==> config.mk <==
export PLATFORM = sky130hd
export DESIGN_NAME = key_matrix_scan_debounce
export DESIGN_NICKNAME = d
export VERILOG_FILES = /design/src/design/kmsd_pkg.sv /design/src/design/key_matrix_scan_debounce.sv
export SDC_FILE = /design/constraint.sdc
export NUM_CORES = 1
export LEC_CHECK = 0
export ABC_CLOCK_PERIOD_IN_PS = 2700
export BUFFER_PORTS_ARGS = -buffer_cell sky130_fd_sc_hd__buf_2
export CORE_MARGIN = 3
export CORE_UTILIZATION = 59
export DETAILED_ROUTE_END_ITERATION = 8
export GPL_TIMING_DRIVEN = 0
export HOLD_SLACK_MARGIN = 0.12
export PLACE_DENSITY = 0.79
export SKIP_CTS_REPAIR_TIMING = 1
export SLEW_MARGIN = 30
export SYNTH_ARGS = -nofsm -noshare
export SYNTH_HDL_FRONTEND = slang
export SYNTH_SLANG_ARGS = --single-unit
export TNS_END_PERCENT = 50
==> constraint.sdc <==
create_clock -name clk -period 2.7 [get_ports clk]
set_clock_uncertainty 0.05 [all_clocks]
set_input_delay 0.54 -clock clk [delete_from_list [all_inputs] [get_ports clk]]
set_output_delay 0.54 -clock clk [all_outputs]
set_load 0.03 [all_outputs]
==> src/design/kmsd_pkg.sv <==
`default_nettype none

package kmsd_pkg;

  localparam int PIN_W      = 8;   // pin_sample / key_levels width
  localparam int SEL_W      = 3;   // select line count
  localparam int SCAN_IDX_W = 2;   // scanned_bank width
  localparam int CFG_IDX_W  = 2;
  localparam int MASK_REGS  = 3;
  localparam int MAX_BANK_W = 3;   // enough for up to 8 banks

  typedef logic [PIN_W-1:0]     pins_t;
  typedef logic [CFG_IDX_W-1:0] cfg_idx_t;

  localparam cfg_idx_t REG_INVERT_MASK_BANK0 = 2'd0;
  localparam cfg_idx_t REG_INVERT_MASK_BANK1 = 2'd1;
  localparam cfg_idx_t REG_INVERT_MASK_BANK2 = 2'd2;

  localparam pins_t PENDING_RESET = 8'hFF;
  localparam pins_t STABLE_RESET  = 8'h00;

  // active-low one-hot drive; banks without a select line leave all high
  function automatic logic [SEL_W-1:0] select_for(input logic [MAX_BANK_W-1:0] bank);
    logic [SEL_W-1:0] low;
    low = '0;
    if (bank < MAX_BANK_W'(SEL_W)) begin
      low[bank[1:0]] = 1'b1;
    end
    return ~low;
  endfunction

endpackage

`default_nettype wire

==> src/design/key_matrix_scan_debounce.sv <==
// Each accepted pin sample updates the registered results and raises out_valid.
// Throughput: one sample per cycle unless held by out_stall; the debounce update is
//   two bits of logic per key between the input handshake and the result register.
// Reset (rst, synchronous): pending bits all ones, stable bits and masks zero, bank 0,
//   scanner not started; the first sample after reset only selects bank 0.
`default_nettype none

module key_matrix_scan_debounce #(
  parameter int BANK_COUNT    = 3,
  parameter int KEYS_PER_BANK = 8
) (
  input  wire logic                            clk,
  input  wire logic                            rst,
  input  wire logic                            in_valid,
  output      logic                            in_stall,
  input  wire kmsd_pkg::pins_t                 pin_sample,
  output      logic                            out_valid,
  input  wire logic                            out_stall,
  output      logic [kmsd_pkg::SEL_W-1:0]      select_lines,
  output      logic                            scan_valid,
  output      logic [kmsd_pkg::SCAN_IDX_W-1:0] scanned_bank,
  output      kmsd_pkg::pins_t                 key_levels,
  input  wire logic                            cfg_valid,
  output      logic                            cfg_ready,
  input  wire kmsd_pkg::cfg_idx_t              cfg_index,
  input  wire kmsd_pkg::pins_t                 cfg_data
);
  import kmsd_pkg::*;

  localparam int BANK_W = (BANK_COUNT > 1) ? $clog2(BANK_COUNT) : 1;
  localparam pins_t KEY_MASK = pins_t'((9'd1 << KEYS_PER_BANK) - 9'd1);

  typedef logic [BANK_W-1:0] bank_t;

  pins_t invert_mask [MASK_REGS];
  pins_t pending_bits [BANK_COUNT];
  pins_t stable_bits  [BANK_COUNT];
  bank_t current_bank;
  logic  scan_started;

  logic  in_xfer;
  bank_t bank_eff;
  bank_t bank_next;
  pins_t sample;
  pins_t agree;
  pins_t pending_next;
  pins_t stable_next;
  pins_t mask_sel;

  assign cfg_ready = 1'b1;
  assign in_stall  = out_valid && out_stall;
  assign in_xfer   = in_valid && !in_stall;

  always_comb begin
    bank_eff = (32'(current_bank) < BANK_COUNT) ? current_bank : '0;
    bank_next = ((32'(bank_eff) + 1) >= BANK_COUNT) ? '0 : bank_t'(32'(bank_eff) + 1);
    sample = pin_sample & KEY_MASK;
    // stable follows the sample only where it matches the previous sample
    agree = ~(sample ^ pending_bits[bank_eff]) & KEY_MASK;
    stable_next = (stable_bits[bank_eff] & ~agree) | (sample & agree);
    pending_next = (pending_bits[bank_eff] & ~KEY_MASK) | sample;
    mask_sel = (MAX_BANK_W'(bank_eff) < MAX_BANK_W'(MASK_REGS))
               ? invert_mask[CFG_IDX_W'(bank_eff)] : '0;
  end

  always_ff @(posedge clk) begin
    if (rst) begin
      for (int i = 0; i < MASK_REGS; i++) begin
        invert_mask[i] <= '0;
      end
    end else if (cfg_valid && cfg_ready) begin
      unique case (cfg_index)
        REG_INVERT_MASK_BANK0: invert_mask[0] <= cfg_data;
        REG_INVERT_MASK_BANK1: invert_mask[1] <= cfg_data;
        REG_INVERT_MASK_BANK2: invert_mask[2] <= cfg_data;
        default: ;
      endcase
    end
  end

  always_ff @(posedge clk) begin
    if (rst) begin
      for (int b = 0; b < BANK_COUNT; b++) begin
        pending_bits[b] <= PENDING_RESET;
        stable_bits[b]  <= STABLE_RESET;
      end
      current_bank <= '0;
      scan_started <= 1'b0;
    end else if (in_xfer) begin
      if (scan_started) begin
        pending_bits[bank_eff] <= pending_next;
        stable_bits[bank_eff]  <= stable_next;
        current_bank           <= bank_next;
      end else begin
        current_bank <= '0;
        scan_started <= 1'b1;
      end
    end
  end

  always_ff @(posedge clk) begin
    if (rst) begin
      out_valid <= 1'b0;
    end else if (in_xfer) begin
      out_valid <= 1'b1;
    end else if (!out_stall) begin
      out_valid <= 1'b0;
    end
  end

  always_ff @(posedge clk) begin
    if (in_xfer) begin
      if (scan_started) begin
        select_lines <= select_for(MAX_BANK_W'(bank_next));
        scan_valid   <= 1'b1;
        scanned_bank <= SCAN_IDX_W'(bank_eff);
        key_levels   <= (stable_next ^ mask_sel) & KEY_MASK;
      end else begin
        select_lines <= select_for('0);
        scan_valid   <= 1'b0;
        scanned_bank <= '0;
        key_levels   <= '0;
      end
    end
  end

  a_stall_only_when_full: assert property (@(posedge clk) disable iff (rst)
    in_stall |-> out_valid)
    else $error("input stalled with empty result register");

  a_first_tick: assert property (@(posedge clk) disable iff (rst)
    (in_xfer && !scan_started) |=> (out_valid && !scan_valid && key_levels == '0))
    else $error("first sample after reset produced a debounced result");

  a_started_scans: assert property (@(posedge clk) disable iff (rst)
    (in_xfer && scan_started) |=> (out_valid && scan_valid))
    else $error("sample after start did not produce a scan result");

  a_select_onehot: assert property (@(posedge clk) disable iff (rst)
    out_valid |-> ($countones(~select_lines) <= 1))
    else $error("more than one bank selected");

endmodule

`default_nettype wire
# Word-level counts from Yosys, hierarchy flattened
# Memory sizes are Yosys's and may differ from the RTL's.
# Cells that the tools add are included.
# Widths: inputs -> output; s select.
# totals
regBits,18
mem_bits_rw,72
in_bits,23
memories,3
# op_classes
n_addsub,1
n_lt_le_gt_ge,6
n_eq_ne,3
mux,38
bitwise_logic,11
reduce_logical,7
# memory_table
memory,words,width,rd,rd_clocked_by_memory_dff,write_ports,line,text
invert_mask,3,8,1,0,3,key_matrix_scan_debounce.sv:35,pins_t invert_mask [MASK_REGS];
pending_bits,3,8,1,0,3,key_matrix_scan_debounce.sv:36,pins_t pending_bits [BANK_COUNT];
stable_bits,3,8,1,0,3,key_matrix_scan_debounce.sv:37,pins_t stable_bits [BANK_COUNT];
# op_table
cell,n
$mux 8,6
$ge 32x2->1 const B,1
$mux 1,23
$and 8x8->8,2
$not 8->8,2
$reduce_or 8->1,2
$xor 8x8->8,2
$mux 2,5
$mux 3,3
$or 8x8->8,1
$lt 2x2->1 const B,3
$add 2x1->3 const B,1
$logic_and 1x1->1,3
$lt 2x3->1 const B,1
$not 3->3,1
$or 1x1->1,3
$demux 1 s2,1
$eq 2x1->1 const B,1
$eq 2x2->1 const B,1
$ge 2x1->1 const B,1
$logic_not 2->1,1
$ne 2x1->1 const B,1
$logic_not 1->1,1

# Depth between registers and ports, before layout
# logic_depth
depth_word,13
depth_mapped,10

# Least setup slack after synthesis
# No wires, ideal clock.
# synth_path
kind,input to register
startpoint,input port in_valid
endpoint,memory pending_bits[1][0] (netlist bit) (enable)
setup_ps,372
arrival_time_ps,1825
required_ps,2278
path_slack_ps,453
stages,4
n_path_buf,0
cell_sequence,a21bo_2 -> nor2_1 -> nand3_1 -> nand2_1
# synth_lines
element,line,text
from (decl),key_matrix_scan_debounce.sv:14,"input wire logic in_valid,"
to (decl),key_matrix_scan_debounce.sv:36,

# Worst setup path after layout
# layout_path
startpoint,register current_bank[0]
endpoint,register key_levels[2] (data pin)
# layout_between
elab_chain_cells,9
# layout_rtl
element,line,text
from (decl),key_matrix_scan_debounce.sv:38,bank_t current_bank;
from (signal assigned),key_matrix_scan_debounce.sv:93,current_bank <= bank_next;
$lt 2x2->1 *,key_matrix_scan_debounce.sv:55,bank_eff = (32'(current_bank) < BANK_COUNT) ? current_bank : '0;
$mux 2 *,key_matrix_scan_debounce.sv:55,
named net bank_eff[1],key_matrix_scan_debounce.sv:42,bank_t bank_eff;
$mem_v2 3x8,n/a,
$xor 8x8->8,key_matrix_scan_debounce.sv:59,agree = ~(sample ^ pending_bits[bank_eff]) & KEY_MASK;
$not 8->8,key_matrix_scan_debounce.sv:59,
$not 8->8,key_matrix_scan_debounce.sv:60,stable_next = (stable_bits[bank_eff] & ~agree) | (sample & agree);
$and 8x8->8,key_matrix_scan_debounce.sv:60,
$or 8x8->8 *,key_matrix_scan_debounce.sv:60,
named net stable_next[2],key_matrix_scan_debounce.sv:47,pins_t stable_next;
$xor 8x8->8 *,key_matrix_scan_debounce.sv:117,key_levels <= (stable_next ^ mask_sel) & KEY_MASK;
to (signal assigned),key_matrix_scan_debounce.sv:117,
to (decl),key_matrix_scan_debounce.sv:22,"output kmsd_pkg::pins_t key_levels,"
# The timed path passes the listed nets; every way through them passes the cells marked *.
# A chain may end at the register's enable or synchronous reset.

==> summary.txt <==
Synth
  – Synth cell types: 31
  – Post-Syn Instances: 301
  – Synth warnings: 0
  – Commonest register cell after synthesis: edfxtp_1
  – Area fraction of the dominant cell type after synthesis: 66.1%
  – Post-Syn Area: 4630 um2
  – Register area share after synthesis: 67.8%
  – Largest cells by area after synthesis: edfxtp_1 66%, mux4_1 7.4%, nand4_1 3.2%, and2_1 2.4%, nor2_1 2.3%
  – Syn Area/Cell: 15.4 um2
  – Yosys top cell by area: edfxtp_1
  – FFs w/ async S/R, synth: 0%
  – Number of enable flip-flop cells after synthesis: roughly 100
  – Synth Register Bits: 106
  – Synthesized Nets: 328

Power
  – Pwr Total: 3.24 mW
  – PwrDens: between 600 and 700 nW/um2
  – Pint: 2.49 mW
  – VDD IR max: 0.342 mV
  – Sequential cell fraction of total power: 58.6%
  – Combinational power share: 9.7%
  – Clock Power Share: around a third
  – Sw power: 0.746 mW
  – Leakage power: 1.80 nW
  – Switch share: 23.0%

STA
  – Min Tclk post-route: 2.53 ns
  – RSZ-0062 raised after global routing: no
  – Setup TNS Final: 0 ns
  – Setup violations, final: 0
  – Worst Setup Slack, final: 0.173 ns
  – Worst Tran Pin Value: between 0.8 and 0.9 ns
  – Worst slew margin: 42.7%
  – Slew Viols, Final: 0
  – Final-report hold violation count: 0
  – Top achievable clock speed: between 0.3 and 0.4 GHz
  – Final Cycle Share: 93.6%

Floorplanning
  – Full die area: 8950 um2
  – Io pins: 40
  – Row count: 31
  – Initial Util: 62.2%
  – Core box area: 7450 um2
  – Die height: 94.6 um
  – Die width: ~95 um

Finish
  – Area grow syn2layout: 11.7%
  – Diode count: 0
  – Share of cells above drive strength 1: 23.7%
  – Leading cell type in the layout, fill and taps excluded: edfxtp_1
  – Fin area: 5170 um2
  – Post-layout net count: 376
  – Commonest non-fill, non-tap cells in the layout: 102 x edfxtp_1, 41 x buf_2, 28 x nor2_1
  – Final core utilization: 69.5%

Placement
  – Worst slack, placed: -0.542 ns
  – DP HPWL: 6130 um
  – Placer Congestion: 0.792
  – IO buf count: 37
  – Placed Area: 4950 um2

Routing
  – Routed WL: 9420 um
  – Final ANT Viol Nets: 0
  – Vias per Instance: 6.09
  – WL/cell: 20.8 um
  – 1st-pass router iterations: 5
  – Detailed-route via count: 2758
  – DRC: 0
  – Initial DRC Count: between 200 and 300

Critical path
  – Critical path depth: 10
  – Worst Path Arrival: approximately 2.6 ns
  – Kind of critical path: register to register
  – Buf+Inv Stages, Crit Path: 4
  – CP dominant cell by count: buf_2
  – R2R Setup Slk: 0.17 ns
  – Worst r2r src: current_bank[0]
  – CP max-delay cell: mux4_1
  – Critical path endpoint: key_levels[2]
  – Slowest stage delay, CP: 0.37 ns
  – Delay-heaviest family, CP: buffers and inverters
  – Crit path max fanout: 10
  – Critical Path, Cell by Cell: inv_1 > ha_1 > buf_2 > buf_2 > mux4_1 > a21o_1 > o21ai_2 > inv_2 > xor2_1 > and2_1
  – Setup crit start kind: register
  – Cells on worst reg2reg path: 10
  – CP Data Required Time: between 2 and 3 ns
  – CP Capture Type: register
  – Worst Setup SP: current_bank[0]
  – Worst R2R End: key_levels[2]

Global routing
  – Largest net degree at the start of global routing: 18
  – Initial antenna violation count: 0
  – First-pass GRT wire length: 14800 um
  – Overflow after GRT: 0
  – Vias in the first global route: 2756
  – GRT Overall Usage: ~23%

Clocking
  – H-Tree Depth: 3
  – Clk root buf: clkbuf_8
  – Clock Path Buffers: 2
  – Clk Latency, worst-skew pair: 0.37 ns
  – Total clock sinks: 106
  – Clk slew on worst S/H paths: 0.09 ns
  – Total CTS buffers: 9
  – CTS tree: built

Flow run
  – Max-cap viol count: 0

Outcome
  – Status: complete, no violations

Min path
  – Hold crit path type: input port to register
==> synth_stat cells, types with 2 or more instances <==
library cell	count
a21o_1	8
a21oi_1	2
and2_1	18
buf_1	2
buf_2	4
clkbuf_1	9
dfxtp_1	4
edfxtp_1	102
ha_1	4
inv_1	15
inv_2	8
mux2i_1	8
mux4_1	13
mux4_2	3
nand2_1	8
nand3_1	4
nand4_1	24
nor2_1	29
nor2b_1	2
o21ai_2	8
o2bb2ai_1	8
o31ai_1	2
xor2_1	8
==> power by group through the flow <==
stage          Combinational, mW  Sequential (mW)  Clock, mW
4_1_cts                    0.314             1.90       1.03
5_1_grt                    0.341             1.91       1.09
6_report                   0.316             1.90       1.02
2_1_floorplan              0.178             1.96          0
3_5_place_dp               0.312             1.94          0
3_3_place_gp               0.304             1.93          0
==> area by class of cell <==
cell class,instances,area (um2)
Clock inverter,7,83.8
Tap cell,99,124
Timing Repair Buffer,37,185
Multi-Input combinational cell,154,1330
Buffer,18,100
Sequential cell,106,3140
Inverter,23,86.3
Fill cell,515,2270
Clock buffer,9,124
==> cell families (layout without fill, tap and decap cells) <==
| family | after synthesis | after routing | synth area share (%) |
|---|---|---|---|
| flops | 106 | 106 | 67.8 |
| simple gates | 86 | 86 | 9.50 |
| buf+inv | 41 | 94 | 4.02 |
| compound gates | 31 | 31 | 5.43 |
| mux | 24 | 24 | 10.6 |
| xor+xnor | 8 | 8 | 1.51 |
| fa+ha+maj | 4 | 4 | 1.08 |
| other cells | 1 | 1 | 0.0809 |
==> how the worst min path moves through the flow <==
stage | slack (ns) | cells past startpoint | end | from
6_report | 0.36 | 3 | out_valid | in_valid
2_1_floorplan | 0.42 | 2 | current_bank[1] | current_bank[1]
5_1_grt | 0.37 | 1 | pending_bits[3][5] | pin_sample[5]
3_3_place_gp | 0.44 | 2 | current_bank[0] | current_bank[0]
3_5_place_dp | 0.45 | 2 | current_bank[1] | current_bank[1]
4_1_cts | 0.36 | 3 | out_valid | in_valid
==> layer usage <==
metal | vias up | global-route usage, % | routed length [um]
met1 | 1368 | 32.2 | 3890
met2 | 133 | 35.9 | 4710
met4 | 0 | 9.38 | 185
met3 | 14 | 4.62 | 639
li1 | 1243 | - | -
met5 | - | 0 | 0
==> sequential cells by signal (all words and copies together), names as in the netlist <==
signal	count
out_valid	1
stable_bits	32
scan_started	1
key_levels	8
pending_bits	32
select_lines	3
current_bank	2
scan_valid	1
invert_mask	24
scanned_bank	2
==> worst min-delay path, delay by kind of cell <==
| family | cells | cell delay (ns) |
|---|---|---|
| buffers and inverters | 1 | 0.09 |
| AND/OR/NAND/NOR | 2 | 0.11 |
==> per-stage QoR <==
| stage | hold slack [ns] | cells |
|---|---|---|
| 6_report | 0.357 | 453 |
| 5_1_grt | 0.366 | 453 |
| 4_1_cts | 0.358 | 453 |
| 3_5_place_dp | 0.445 | 437 |
| 3_3_place_gp | 0.440 | 437 |
| 2_1_floorplan | 0.419 | 301 |
No activity file was read; power rests on OpenSTA's default activity.
